==> src/rtl/sibq_pkg.sv <==
// Shared constants, types and helper functions of the scanline split and IRQ bank queue.
package sibq_pkg;

    localparam int QUEUE_DEPTH       = 32;
    localparam int LAST_VISIBLE_LINE = 240;
    localparam int QW                = $clog2(QUEUE_DEPTH);
    localparam int IW                = $clog2(QUEUE_DEPTH + 1);
    localparam int NUM_BANKS         = 8;

    localparam logic [7:0] COUNT_TRIP   = 8'd254;
    localparam logic [7:0] COUNT_RELOAD = 8'd255;

    localparam logic [15:0] ADDR_MIRROR     = 16'hff01;
    localparam logic [15:0] ADDR_COUNT      = 16'hff02;
    localparam logic [15:0] ADDR_COUNT_HIGH = 16'hff06;
    localparam logic [15:0] ADDR_QUEUE_CLR  = 16'hff12;
    localparam logic [15:0] ADDR_SPLIT_Q    = 16'hff0a;
    localparam logic [15:0] ADDR_PAIR_Q     = 16'hff1a;
    localparam logic [15:0] ADDR_RELOAD     = 16'hff22;
    localparam logic [15:0] ADDR_PAIR_0     = 16'hff03;
    localparam logic [15:0] ADDR_PAIR_1     = 16'hff0b;
    localparam logic [15:0] ADDR_PAIR_2     = 16'hff13;
    localparam logic [15:0] ADDR_PAIR_3     = 16'hff1b;
    localparam logic [7:0]  SLOT_FIRST      = 8'h23;
    localparam logic [7:0]  SLOT_LAST       = 8'h5b;
    localparam logic [7:0]  IO_PAGE         = 8'hff;

    typedef logic [4:0] bank_t;

    typedef struct packed {
        logic                      irq;
        logic                      split_on;
        logic                      irq_en;
        logic [1:0]                mirror;
        logic [7:0]                counter;
        logic [IW-1:0]             split_cnt;
        logic [IW-1:0]             pair_cnt;
        logic [IW-1:0]             read_idx;
        bank_t [NUM_BANKS-1:0]     banks;
    } state_t;

    typedef struct packed {
        logic          split_we;
        logic          pair_we;
        logic [QW-1:0] addr;
        logic [7:0]    data;
    } qwr_t;

    typedef struct packed {
        logic [7:0] split_head;
        logic [7:0] pair_head;
        logic [7:0] split_rd;
        logic [7:0] pair_rd;
    } qrd_t;

    function automatic state_t reset_state();
        state_t s;
        s = '0;
        s.mirror = 2'd2;
        for (int i = 0; i < NUM_BANKS; i++)
        begin
            s.banks[i] = bank_t'(i);
        end
        return s;
    endfunction

    function automatic logic irq_hit(state_t s);
        return (s.counter == COUNT_TRIP) && s.irq_en
            && !(s.split_on && (s.read_idx != s.split_cnt));
    endfunction

endpackage

==> src/rtl/scanline_split_irq_bank_queue_core.sv <==
// Top level of the scanline split and IRQ bank queue: input register, state and result register.
// The block takes one bus write or sync tick per clock cycle unless item_stall is high. An
// accepted item is held in the input register, its effect is worked out there and lands in
// the state and result registers when the output advances, and the sustained rate is one
// item per cycle while results are taken. The result shown is the full controller state after
// the item: IRQ level, mirroring mode and the eight pattern banks. Both queues are flip-flop
// arrays cleared by reset, so the block is ready at once.
module scanline_split_irq_bank_queue_core (
    input  logic        clk,
    input  logic        rst_n,
    input  logic        item_valid,
    output logic        item_stall,
    input  logic        mode,
    input  logic [15:0] address,
    input  logic [7:0]  data,
    input  logic [8:0]  line,
    output logic        result_valid,
    input  logic        result_stall,
    output logic        irq,
    output logic [1:0]  mirror_mode,
    output logic [4:0]  bank_0,
    output logic [4:0]  bank_1,
    output logic [4:0]  bank_2,
    output logic [4:0]  bank_3,
    output logic [4:0]  bank_4,
    output logic [4:0]  bank_5,
    output logic [4:0]  bank_6,
    output logic [4:0]  bank_7
);

    logic                       in_valid_reg;
    logic                       mode_reg;
    logic [15:0]                address_reg;
    logic [7:0]                 data_reg;
    logic [8:0]                 line_reg;
    logic                       result_valid_reg;
    sibq_pkg::state_t           st_reg;
    sibq_pkg::state_t           st_next;
    sibq_pkg::qwr_t             qwr;
    sibq_pkg::qwr_t             qwr_gated;
    sibq_pkg::qrd_t             qrd;
    logic [sibq_pkg::QW-1:0]    rd_addr;
    logic                       advance;
    logic                       accept;
    logic                       commit;

    assign advance    = !result_valid_reg || !result_stall;
    assign item_stall = in_valid_reg && !advance;
    assign accept     = item_valid && !item_stall;
    assign commit     = in_valid_reg && advance;

    always_ff @(posedge clk or negedge rst_n)
    begin
        if (!rst_n)
        begin
            in_valid_reg     <= 1'b0;
            result_valid_reg <= 1'b0;
            st_reg           <= sibq_pkg::reset_state();
        end
        else
        begin
            if (accept)
            begin
                in_valid_reg <= 1'b1;
            end
            else if (advance)
            begin
                in_valid_reg <= 1'b0;
            end
            if (advance)
            begin
                result_valid_reg <= in_valid_reg;
            end
            if (commit)
            begin
                st_reg <= st_next;
            end
        end
    end

    always_ff @(posedge clk)
    begin
        if (accept)
        begin
            mode_reg    <= mode;
            address_reg <= address;
            data_reg    <= data;
            line_reg    <= line;
        end
    end

    sibq_step u_step (
        .st      (st_reg),
        .mode    (mode_reg),
        .address (address_reg),
        .data    (data_reg),
        .line    (line_reg),
        .qrd     (qrd),
        .rd_addr (rd_addr),
        .qwr     (qwr),
        .st_next (st_next)
    );

    always_comb
    begin
        qwr_gated          = qwr;
        qwr_gated.split_we = qwr.split_we && commit;
        qwr_gated.pair_we  = qwr.pair_we && commit;
    end

    sibq_queue u_queue (
        .clk     (clk),
        .rst_n   (rst_n),
        .wr      (qwr_gated),
        .rd_addr (rd_addr),
        .rd      (qrd)
    );

    assign result_valid = result_valid_reg;
    assign irq          = st_reg.irq;
    assign mirror_mode  = st_reg.mirror;
    assign bank_0       = st_reg.banks[0];
    assign bank_1       = st_reg.banks[1];
    assign bank_2       = st_reg.banks[2];
    assign bank_3       = st_reg.banks[3];
    assign bank_4       = st_reg.banks[4];
    assign bank_5       = st_reg.banks[5];
    assign bank_6       = st_reg.banks[6];
    assign bank_7       = st_reg.banks[7];

endmodule

==> src/rtl/sibq_queue.sv <==
// Split count and bank pair queues held in flip-flops, with one write port and read taps.
module sibq_queue (
    input  logic                             clk,
    input  logic                             rst_n,
    input  sibq_pkg::qwr_t                   wr,
    input  logic [sibq_pkg::QW-1:0]          rd_addr,
    output sibq_pkg::qrd_t                   rd
);

    logic [7:0] split_q_reg [sibq_pkg::QUEUE_DEPTH];
    logic [7:0] pair_q_reg  [sibq_pkg::QUEUE_DEPTH];

    always_ff @(posedge clk or negedge rst_n)
    begin
        if (!rst_n)
        begin
            for (int i = 0; i < sibq_pkg::QUEUE_DEPTH; i++)
            begin
                split_q_reg[i] <= 8'd0;
                pair_q_reg[i]  <= 8'd0;
            end
        end
        else
        begin
            if (wr.split_we)
            begin
                split_q_reg[wr.addr] <= wr.data;
            end
            if (wr.pair_we)
            begin
                pair_q_reg[wr.addr] <= wr.data;
            end
        end
    end

    always_comb
    begin
        rd.split_head = split_q_reg[0];
        rd.pair_head  = pair_q_reg[0];
        rd.split_rd   = split_q_reg[rd_addr];
        rd.pair_rd    = pair_q_reg[rd_addr];
    end

endmodule

==> src/rtl/sibq_step.sv <==
// Next-state logic for one bus write or sync tick.
module sibq_step (
    input  sibq_pkg::state_t                 st,
    input  logic                             mode,
    input  logic [15:0]                      address,
    input  logic [7:0]                       data,
    input  logic [8:0]                       line,
    input  sibq_pkg::qrd_t                   qrd,
    output logic [sibq_pkg::QW-1:0]          rd_addr,
    output sibq_pkg::qwr_t                   qwr,
    output sibq_pkg::state_t                 st_next
);

    function automatic sibq_pkg::state_t reload(sibq_pkg::state_t s, logic [7:0] cnt,
                                                logic [7:0] pair);
        sibq_pkg::state_t r;
        r = s;
        r.counter  = cnt;
        r.banks[0] = {pair[3:0], 1'b0};
        r.banks[1] = {pair[3:0], 1'b1};
        r.banks[2] = {pair[7:4], 1'b0};
        r.banks[3] = {pair[7:4], 1'b1};
        r.read_idx = r.read_idx + sibq_pkg::IW'(1);
        return r;
    endfunction

    logic             line0;
    logic [7:0]       slot_off;
    sibq_pkg::state_t s;

    assign line0    = mode && (line == 9'd0) && st.split_on;
    assign rd_addr  = line0 ? sibq_pkg::QW'(1) : st.read_idx[sibq_pkg::QW-1:0];
    assign slot_off = address[7:0] - sibq_pkg::SLOT_FIRST;

    always_comb
    begin
        s       = st;
        qwr     = '0;
        qwr.data = data;
        if (mode)
        begin
            if (line0)
            begin
                s.read_idx = '0;
                s = reload(s, qrd.split_head, qrd.pair_head);
            end
            if (line < 9'(sibq_pkg::LAST_VISIBLE_LINE))
            begin
                s.irq = sibq_pkg::irq_hit(s);
                if (s.counter == sibq_pkg::COUNT_RELOAD)
                begin
                    if ((s.read_idx != s.split_cnt)
                        && (s.read_idx < sibq_pkg::IW'(sibq_pkg::QUEUE_DEPTH)))
                    begin
                        s = reload(s, qrd.split_rd, qrd.pair_rd);
                    end
                end
                else if (s.split_on || s.irq_en)
                begin
                    s.counter = s.counter + 8'd1;
                end
            end
        end
        else
        begin
            unique case (address)
                sibq_pkg::ADDR_MIRROR:
                begin
                    s.mirror   = {~data[1], data[0]};
                    s.split_on = data[6];
                    s.irq_en   = data[2];
                    s.irq      = sibq_pkg::irq_hit(s);
                end
                sibq_pkg::ADDR_COUNT:
                begin
                    s.counter = data;
                end
                sibq_pkg::ADDR_COUNT_HIGH:
                begin
                    s.counter = {data[3:0], s.counter[3:0]};
                end
                sibq_pkg::ADDR_QUEUE_CLR:
                begin
                    if (!s.irq_en)
                    begin
                        s.split_cnt = '0;
                        s.pair_cnt  = '0;
                        if (s.split_on)
                        begin
                            s.read_idx = '0;
                        end
                    end
                    s.irq = sibq_pkg::irq_hit(s);
                end
                sibq_pkg::ADDR_SPLIT_Q:
                begin
                    if (s.split_cnt < sibq_pkg::IW'(sibq_pkg::QUEUE_DEPTH))
                    begin
                        qwr.split_we = 1'b1;
                        qwr.addr     = s.split_cnt[sibq_pkg::QW-1:0];
                        if (!s.irq_en)
                        begin
                            s.split_cnt = s.split_cnt + sibq_pkg::IW'(1);
                        end
                    end
                    if (s.irq_en)
                    begin
                        s.split_cnt = '0;
                    end
                    s.irq = sibq_pkg::irq_hit(s);
                end
                sibq_pkg::ADDR_PAIR_Q:
                begin
                    if (s.pair_cnt < sibq_pkg::IW'(sibq_pkg::QUEUE_DEPTH))
                    begin
                        qwr.pair_we = 1'b1;
                        qwr.addr    = s.pair_cnt[sibq_pkg::QW-1:0];
                        if (!s.irq_en)
                        begin
                            s.pair_cnt = s.pair_cnt + sibq_pkg::IW'(1);
                        end
                    end
                    if (s.irq_en)
                    begin
                        s.pair_cnt = '0;
                    end
                    s.irq = sibq_pkg::irq_hit(s);
                end
                sibq_pkg::ADDR_RELOAD:
                begin
                    if (s.split_on)
                    begin
                        if (!s.irq_en)
                        begin
                            s.read_idx = '0;
                            s.counter  = 8'd0;
                            s = reload(s, qrd.split_head, qrd.pair_head);
                        end
                        else if (s.read_idx < sibq_pkg::IW'(sibq_pkg::QUEUE_DEPTH))
                        begin
                            s = reload(s, qrd.split_rd, qrd.pair_rd);
                        end
                    end
                    s.irq = sibq_pkg::irq_hit(s);
                end
                sibq_pkg::ADDR_PAIR_0, sibq_pkg::ADDR_PAIR_1,
                sibq_pkg::ADDR_PAIR_2, sibq_pkg::ADDR_PAIR_3:
                begin
                    s.banks[{address[4:3], 1'b0}] = {data[3:0], 1'b0};
                    s.banks[{address[4:3], 1'b1}] = {data[3:0], 1'b1};
                end
                default:
                begin
                    if ((address[15:8] == sibq_pkg::IO_PAGE)
                        && (address[7:0] >= sibq_pkg::SLOT_FIRST)
                        && (address[7:0] <= sibq_pkg::SLOT_LAST)
                        && (slot_off[2:0] == 3'd0))
                    begin
                        s.banks[slot_off[5:3]] = data[4:0];
                    end
                end
            endcase
        end
        st_next = s;
    end

endmodule

==> config.mk <==
export PLATFORM = sky130hd
export DESIGN_NAME = scanline_split_irq_bank_queue_core
export DESIGN_NICKNAME = d
export VERILOG_FILES = /design/src/rtl/sibq_pkg.sv /design/src/rtl/scanline_split_irq_bank_queue_core.sv /design/src/rtl/sibq_queue.sv /design/src/rtl/sibq_step.sv
export SDC_FILE = /design/constraint.sdc
export NUM_CORES = 1
export LEC_CHECK = 0
export BUFFER_PORTS_ARGS = -buffer_cell sky130_fd_sc_hd__buf_2
export CAP_MARGIN = 10
export CORE_ASPECT_RATIO = 1.1
export CORE_MARGIN = 2
export CORE_UTILIZATION = 55
export DETAILED_ROUTE_END_ITERATION = 10
export PLACE_DENSITY = 0.7
export SLEW_MARGIN = 25
export SYNTH_ARGS = -nofsm -noshare
export SYNTH_HDL_FRONTEND = slang
export SYNTH_SLANG_ARGS = --single-unit
==> constraint.sdc <==
create_clock -name clk -period 7.6 [get_ports clk]
set_clock_uncertainty 0.2 [all_clocks]
set_input_delay 0.76 -clock clk [delete_from_list [all_inputs] [get_ports clk]]
set_output_delay 0.76 -clock clk [all_outputs]
set_load 0.03 [all_outputs]
## Word-level counts from Yosys, hierarchy flattened

Index checks and enable logic that the tools add are counted.
W data, S select, Z words.

| word-level totals | value |
|---|---|
| bits in registers | 619 |
| input bits | 38 |
| output and inout bits | 45 |
| logic and storage cells | 269 |

| cells by class | value |
|---|---|
| add/subtract/negate cells | 6 |
| $lt $le $gt $ge | 16 |
| eq/ne operators | 29 |
| multiplexer cells | 60 |
| bitwise gates (word level) | 3 |
| reductions and logical operators | 68 |

Operators by type and width:

| cell | count |
|---|---|
| $bwmux W256 | 2 |
| $mux W70 | 4 |
| $mux W66 | 3 |
| $eq A16 B16 Y1 const B | 11 |
| $mux W71 | 2 |
| $bwmux W40 | 3 |
| $pmux W40 S3 | 1 |
| $bmux W8 S5 | 2 |
| $mux W69 | 1 |
| $mux W58 | 1 |
| $mux W8 | 7 |
| $mux W18 | 3 |
| $mux W6 | 8 |
| $demux W8 S5 | 1 |
| $eq A8 B8 Y1 const B | 5 |
| $mux W40 | 1 |
| $pmux W6 S3 | 2 |
| $logic_and A1 B1 Y1 | 31 |
| $ne A6 B6 Y1 | 5 |
| $mux W5 | 5 |
| $add A6 B1 Y6 const B | 4 |
| $lt A6 B6 Y1 const B | 4 |
| $pmux W8 S3 | 1 |
| $demux W5 S2 | 2 |
| 36 further kinds | 73 |

## Depth between registers and ports, before layout

| logic depth | value |
|---|---|
| depth in word-level cells | 19 |
| mapped depth | 14 |
| mapped depth without buffers | 12 |

## Cells and area by module

A second synthesis with hierarchy kept.

| second synthesis, totals | value |
|---|---|
| cells, all modules | 2839 |
| area total of the unflattened synthesis | 33973.8 um^2 |

Modules (own cells, without submodules):

| module | instances | cells an instance | area an instance (um^2) | seq. area each (um^2) |
|---|---|---|---|---|
| sibq_queue | 1 | 1769 | 24548.5 | 12812.3 |
| sibq_step | 1 | 834 | 4977.3 | 0.0 |
| scanline_split_irq_bank_queue_core | 1 | 236 | 4448.0 | 2864.0 |

## Worst setup path before layout

Ideal clock, no wire load.

| timing | value |
|---|---|
| path type | reg2reg |
| start | register line_reg[4] |
| end | register st_reg (netlist bit bank_2[3]) |
| library setup time | 0.069 ns |
| data arrival time | 3.200 ns |
| required time | 7.331 ns |
| setup slack | 4.131 ns |
| stages on the path, launching flop included | 14 |
| path buffers | 2 |
| period minus slack after synthesis | 3.469 ns |
| cells stage by stage | edfxtp_1 > or4_1 > buf_2 > nor3_4 > buf_6 > mux2i_1 > inv_1 > ha_1 > nand3_1 > nor2_4 > nand2_2 > mux2_1 > a211o_1 > nand3_1 |

| on the way | value |
|---|---|
| longest elaborated chain between the ends | 15 |
| elaborated cells on any way between the ends | 25 |
| classes of those cells | order compare (2); eq/ne (2); mux (16); bitwise (1); reduce/logical (4) |

RTL lines:

| what | line | RTL |
|---|---|---|
| start, declared | scanline_split_irq_bank_queue_core.sv:35 | `logic [8:0] line_reg;` |
| start signal, assigned | scanline_split_irq_bank_queue_core.sv:88 | `line_reg <= line;` |
| $logic_not A9 Y1 | sibq_step.sv:31 | `assign line0 = mode && (line == 9'd0) && st.split_on;` |
| $logic_and A1 B1 Y1 (2 in a row) | sibq_step.sv:31 |  |
| $mux W5 | sibq_step.sv:32 | `assign rd_addr = line0 ? sibq_pkg::QW'(1) : st.read_idx[sibq_pkg::QW-1:0];` |
| $not A5 Y6 (not written as such) | sibq_queue.sv:41 | `rd.pair_rd = pair_q_reg[rd_addr];` |
| $bmux W8 S5 | sibq_queue.sv:41 |  |
| $mux W8 (not written as such) (2 in a row) | sibq_queue.sv:41 |  |
| $mux W66 | sibq_step.sv:139 | `else if (s.read_idx < sibq_pkg::IW'(sibq_pkg::QUEUE_DEPTH))` |
| $mux W69 | sibq_step.sv:133 | `if (!s.irq_en)` |
| $mux W70 | sibq_step.sv:131 | `if (s.split_on)` |
| $mux W70 | sibq_step.sv:66 | `unique case (address)` |
| $mux W70 | sibq_step.sv:40 | `if (mode)` |
| $pmux W40 S3 | sibq_step.sv:66 |  |
| $mux W71 (*) | sibq_step.sv:40 |  |
| end signal, assigned | scanline_split_irq_bank_queue_core.sv:58 | `st_reg <= sibq_pkg::reset_state();` |
| end signal, assigned | scanline_split_irq_bank_queue_core.sv:76 | `st_reg <= st_next;` |
| end, declared | scanline_split_irq_bank_queue_core.sv:37 | `sibq_pkg::state_t st_reg;` |

Mark *: on every way between the ends. The rest lies on a longest branch, timed or not. The select of a mux whose other input is x is not followed.
A chain may end at the register's enable or synchronous reset.

## Worst setup path after layout

| timing | value |
|---|---|
| start | register line_reg[0] |
| end | register st_reg (netlist bit bank_2[4]) |

Same word-level chain as after synthesis.

==> results.txt <==
----------------------------------------------------
[Outcome]
  Outcome ... complete, no violations

[Placed design]
  HPWL after detailed placement ... roughly 65,000 µm
  Global placer's final weighted congestion ... around 0.9
  Pre-CTS setup slack ... 2670 ps
  Port-buffer cells ... 82

[Global routing]
  Antenna violations before repair ... 0
  Number of global-route vias before repair ... ~24,000
  Global-route wire length before repair ... around 150,000 µm
  Residual overflow from global routing ... 0
  Overall fraction of global-route tracks in use ... around 33%
  Met2 track demand over resource in global routing ... 51.4%
  Met3 track demand over resource ... 5.08%
  Pin count of the biggest net entering global routing ... 125
  Most crowded layer after global routing ... met2
  GR Util met1 ... about 45%

[Critical path]
  Sort of element at the start of the critical path ... flop
  Sort of element at the end of the critical path ... flop
  Max Fanout on Critical Path ... 43
  Worst reg-to-reg setup slack ... roughly 2600 ps
  Delay of the slowest cell on the worst path ... ~850 ps
  Buffers and inverters on the worst path ... 1
  Worst endpoint data arrival time ... ~5300 ps
  Library cell contributing the largest single delay on the critical path ... sky130_fd_sc_hd__or4_1
  Critical path required time ... slightly below 8000 ps
  Kind of critical path ... reg2reg
  CP top delay family ... simple AND/OR/NAND/NOR gates
  Cells traversed along the worst timing path ... or4_1 > nor3_4 > buf_4 > a221oi_1 > a41o_1 > nor3_1 > nand2_1 > o21ai_0 > a21oi_1

[Power]
  Maximum vdd drop ... about 160 µV
  Internal power ... 5.61 mW
  Net switching fraction of the power ... approximately 28%
  Power dissipated by switching net loads ... around 2.2 mW
  Combinational share of power ... roughly 13%
  Power per cell area ... 222 nW/µm²
  Leak pwr ... around 16 nW
  Flop pwr share ... roughly 45%
  Part of the total power dissipated in the clock network ... 41.7%

[Timing]
  Setup ws final ... between 2000 and 3000 ps
  Final critical-path share of the clock period ... 65.7%
  Worst relative slew slack ... roughly 27%
  Worst Max-Slew Pin Slew ... between 1000 and 1500 ps
  Hold Slack ... about 11 ps
  Unrepaired setup endpoints after global routing ... no
  Final slew viol count ... 0
  Fin. Hold Viols ... 0
  Final setup viols ... 0
  Final Critical Period ... between 4000 and 5000 ps
  Aggregate negative setup slack ... 0 ps
  Highest Clock Rate ... around 0.2 GHz

[Floorplan]
  Die height ... about 260 µm
  Floorplan Core Area ... between 50,000 and 60,000 µm²
  Ports placed on the boundary ... 83
  Area of the die ... 60,700 µm²
  Number of placement rows ... slightly above 90
  Die X ... 235 µm
  Initial standard-cell utilization of the core ... a little under three fifths

[Clock network]
  Number of clock buffers inserted by TritonCTS ... 67
  CTS hold repair buffers ... 0
  Clock tree root buffer cell ... sky130_fd_sc_hd__clkbuf_16
  # clock sinks ... 619
  Later-pin clock latency in the skew report ... 600 ps
  Post-CTS clock slew at the launch and capture registers of the worst setup and hold paths ... approximately 60 ps
  Max Root-Sink Buffers ... 3
  Number of post-CTS setup repair buffers ... 0
  Post-CTS Resized ... 0
  CTS tree ... done
  H-tree depth ... 3

[Detailed routing]
  Total wire length after detailed routing ... between 90,000 and 100,000 µm
  Initial DRT Pass Iterations ... 6
  Via-to-Cell Ratio ... about 6.7
  DRC violation count after routing ... 0
  Routed length per instance ... around 28 µm
  Number of nets with antenna violations after detailed routing ... 0
  Vias post-DR ... 24,300
  Initial drt markers ... 2,541

[Layout]
  Count of filler cells inserted in the layout ... 4,645
  Number of antenna diodes ... 0
  Layout overhead on the synthesized area ... 8.81%
  Number of nets at the end of the flow ... 2,859
  Share of final-layout standard cells stronger than drive strength 1 ... 29.8%
  Area used by multi-input combinational logic ... 15,400 µm²
  Footprint of the flip-flops and latches ... 15,700 µm²

[Logic synthesis]
  Gate count after technology mapping ... ~2,900
  Flops & latches, synth ... just over 600
  Sequential-to-total area share from yosys stat ... about half
  Synth area leaders ... sky130_fd_sc_hd__dfrtp_1 44%, sky130_fd_sc_hd__mux2_2 17%, sky130_fd_sc_hd__edfxtp_1 3.2%, sky130_fd_sc_hd__mux2i_1 2.8%, sky130_fd_sc_hd__mux4_2 2.7%
  Post-synthesis instance area ... around 32,000 µm²
  Count of distinct cell types in the synthesized netlist ... 91
  Leading register cell type out of synthesis ... sky130_fd_sc_hd__dfrtp_1
  Number of flops mapped to enable cells by yosys ... 34
  Syn Area/Cell ... around 11 µm²
  Async set-reset flop share out of synthesis ... between 90% and 100%
  Syn Nets ... 2,897
  Area share of the largest cell type after synthesis ... between 40 and 50%
  Cell type with the highest aggregate area in the netlist ... sky130_fd_sc_hd__dfrtp_1
  Number of warnings printed during yosys synthesis ... 0

[Flow run]
  Count of max-cap constraint violations ... 0

[Min path]
  Hold WC Path Type ... in2async

----------------------------------------------------
## routing by layer
layer | wire (µm) | share of wire [%] | vias up
met2 | 45900 | 46 | 1246
met5 | 0 | 0 | -
met3 | 7720 | 7.7 | 272
met1 | 41400 | 41 | 12300
li1 | - | - | 10400
met4 | 4920 | 4.9 | 0
## area by class of cell
cell class | instances | share of cell area [%]
repair buffers | 126 | 2.26
well taps | 760 | 2.70
clock inverters | 16 | 0.509
clock buffers | 98 | 5.65
inverters | 37 | 0.395
flip-flops and latches | 619 | 44.6
multi-input cells | 1963 | 43.9
## final timing paths
path                            cells after the start                       end                     start
worst max-delay path                                9                 bank_2[4]               line_reg[0]
worst min-delay path                                1                st_reg[62]                     rst_n
worst max register to register                      9                 bank_2[4]               line_reg[0]
worst min register to register                      1  u_queue.split_q_reg[153]  u_queue.split_q_reg[153]
max in group asynchronous                           2   u_queue.pair_q_reg[156]                     rst_n
min in group clk                                    1            address_reg[8]                address[8]
## power groups by stage
stage	sequential [mW]	combinational [mW]	clock, mW
floorplan	3.49	0.740	0
global placement	3.57	1.02	0
detailed placement	3.57	1.03	0
CTS	3.51	1.03	3.31
global route	3.52	1.11	3.45
finish	3.51	1.05	3.26
## synthesized netlist by cell type, drive strengths merged (23+ instances only)
cell and instances:
dfrtp 572, nor2 171, nand2 232, a211oi 28, o22ai 57, mux4 39, o21ai 128, mux2i 92
a21oi 157, inv 36, nor3 64, clkbuf 127, buf 106, mux2 552, a31oi 27, nand2b 29
edfxtp 34, nand3 57, and3 23
## cells by family after synthesis
family | Yosys count | share of synthesized area [%]
simple gates | 682 | 10.6
xor+xnor | 21 | 0.569
buf+inv | 270 | 3.90
compound gates | 570 | 11.3
fa+ha+maj | 7 | 0.271
mux | 683 | 24.8
flops | 619 | 48.5
## through the flow
stage	util (%)	instances	power, mW	instance area (µm²)
2_1_floorplan	-	2852	4.23	32300
6_report	60.3	3619	7.82	35200
3_5_place_dp	56.6	3505	4.60	33000
3_3_place_gp	56.6	3505	4.59	33000
4_1_cts	60.3	3619	7.85	35100
5_1_grt	60.3	3619	8.08	35200
## layout by cell type (no fill, tap or decap), types with 67 or more instances in the layout
cell	instances
sky130_fd_sc_hd__dfrtp_1	569
sky130_fd_sc_hd__mux2_2	485
sky130_fd_sc_hd__nand2_1	231
sky130_fd_sc_hd__a21oi_1	156
sky130_fd_sc_hd__nor2_1	122
sky130_fd_sc_hd__o21ai_0	117
sky130_fd_sc_hd__mux2i_1	92
sky130_fd_sc_hd__buf_2	81
sky130_fd_sc_hd__clkbuf_16	70
sky130_fd_sc_hd__mux2_1	67
Note: power is estimated with default switching activity, not from simulation.
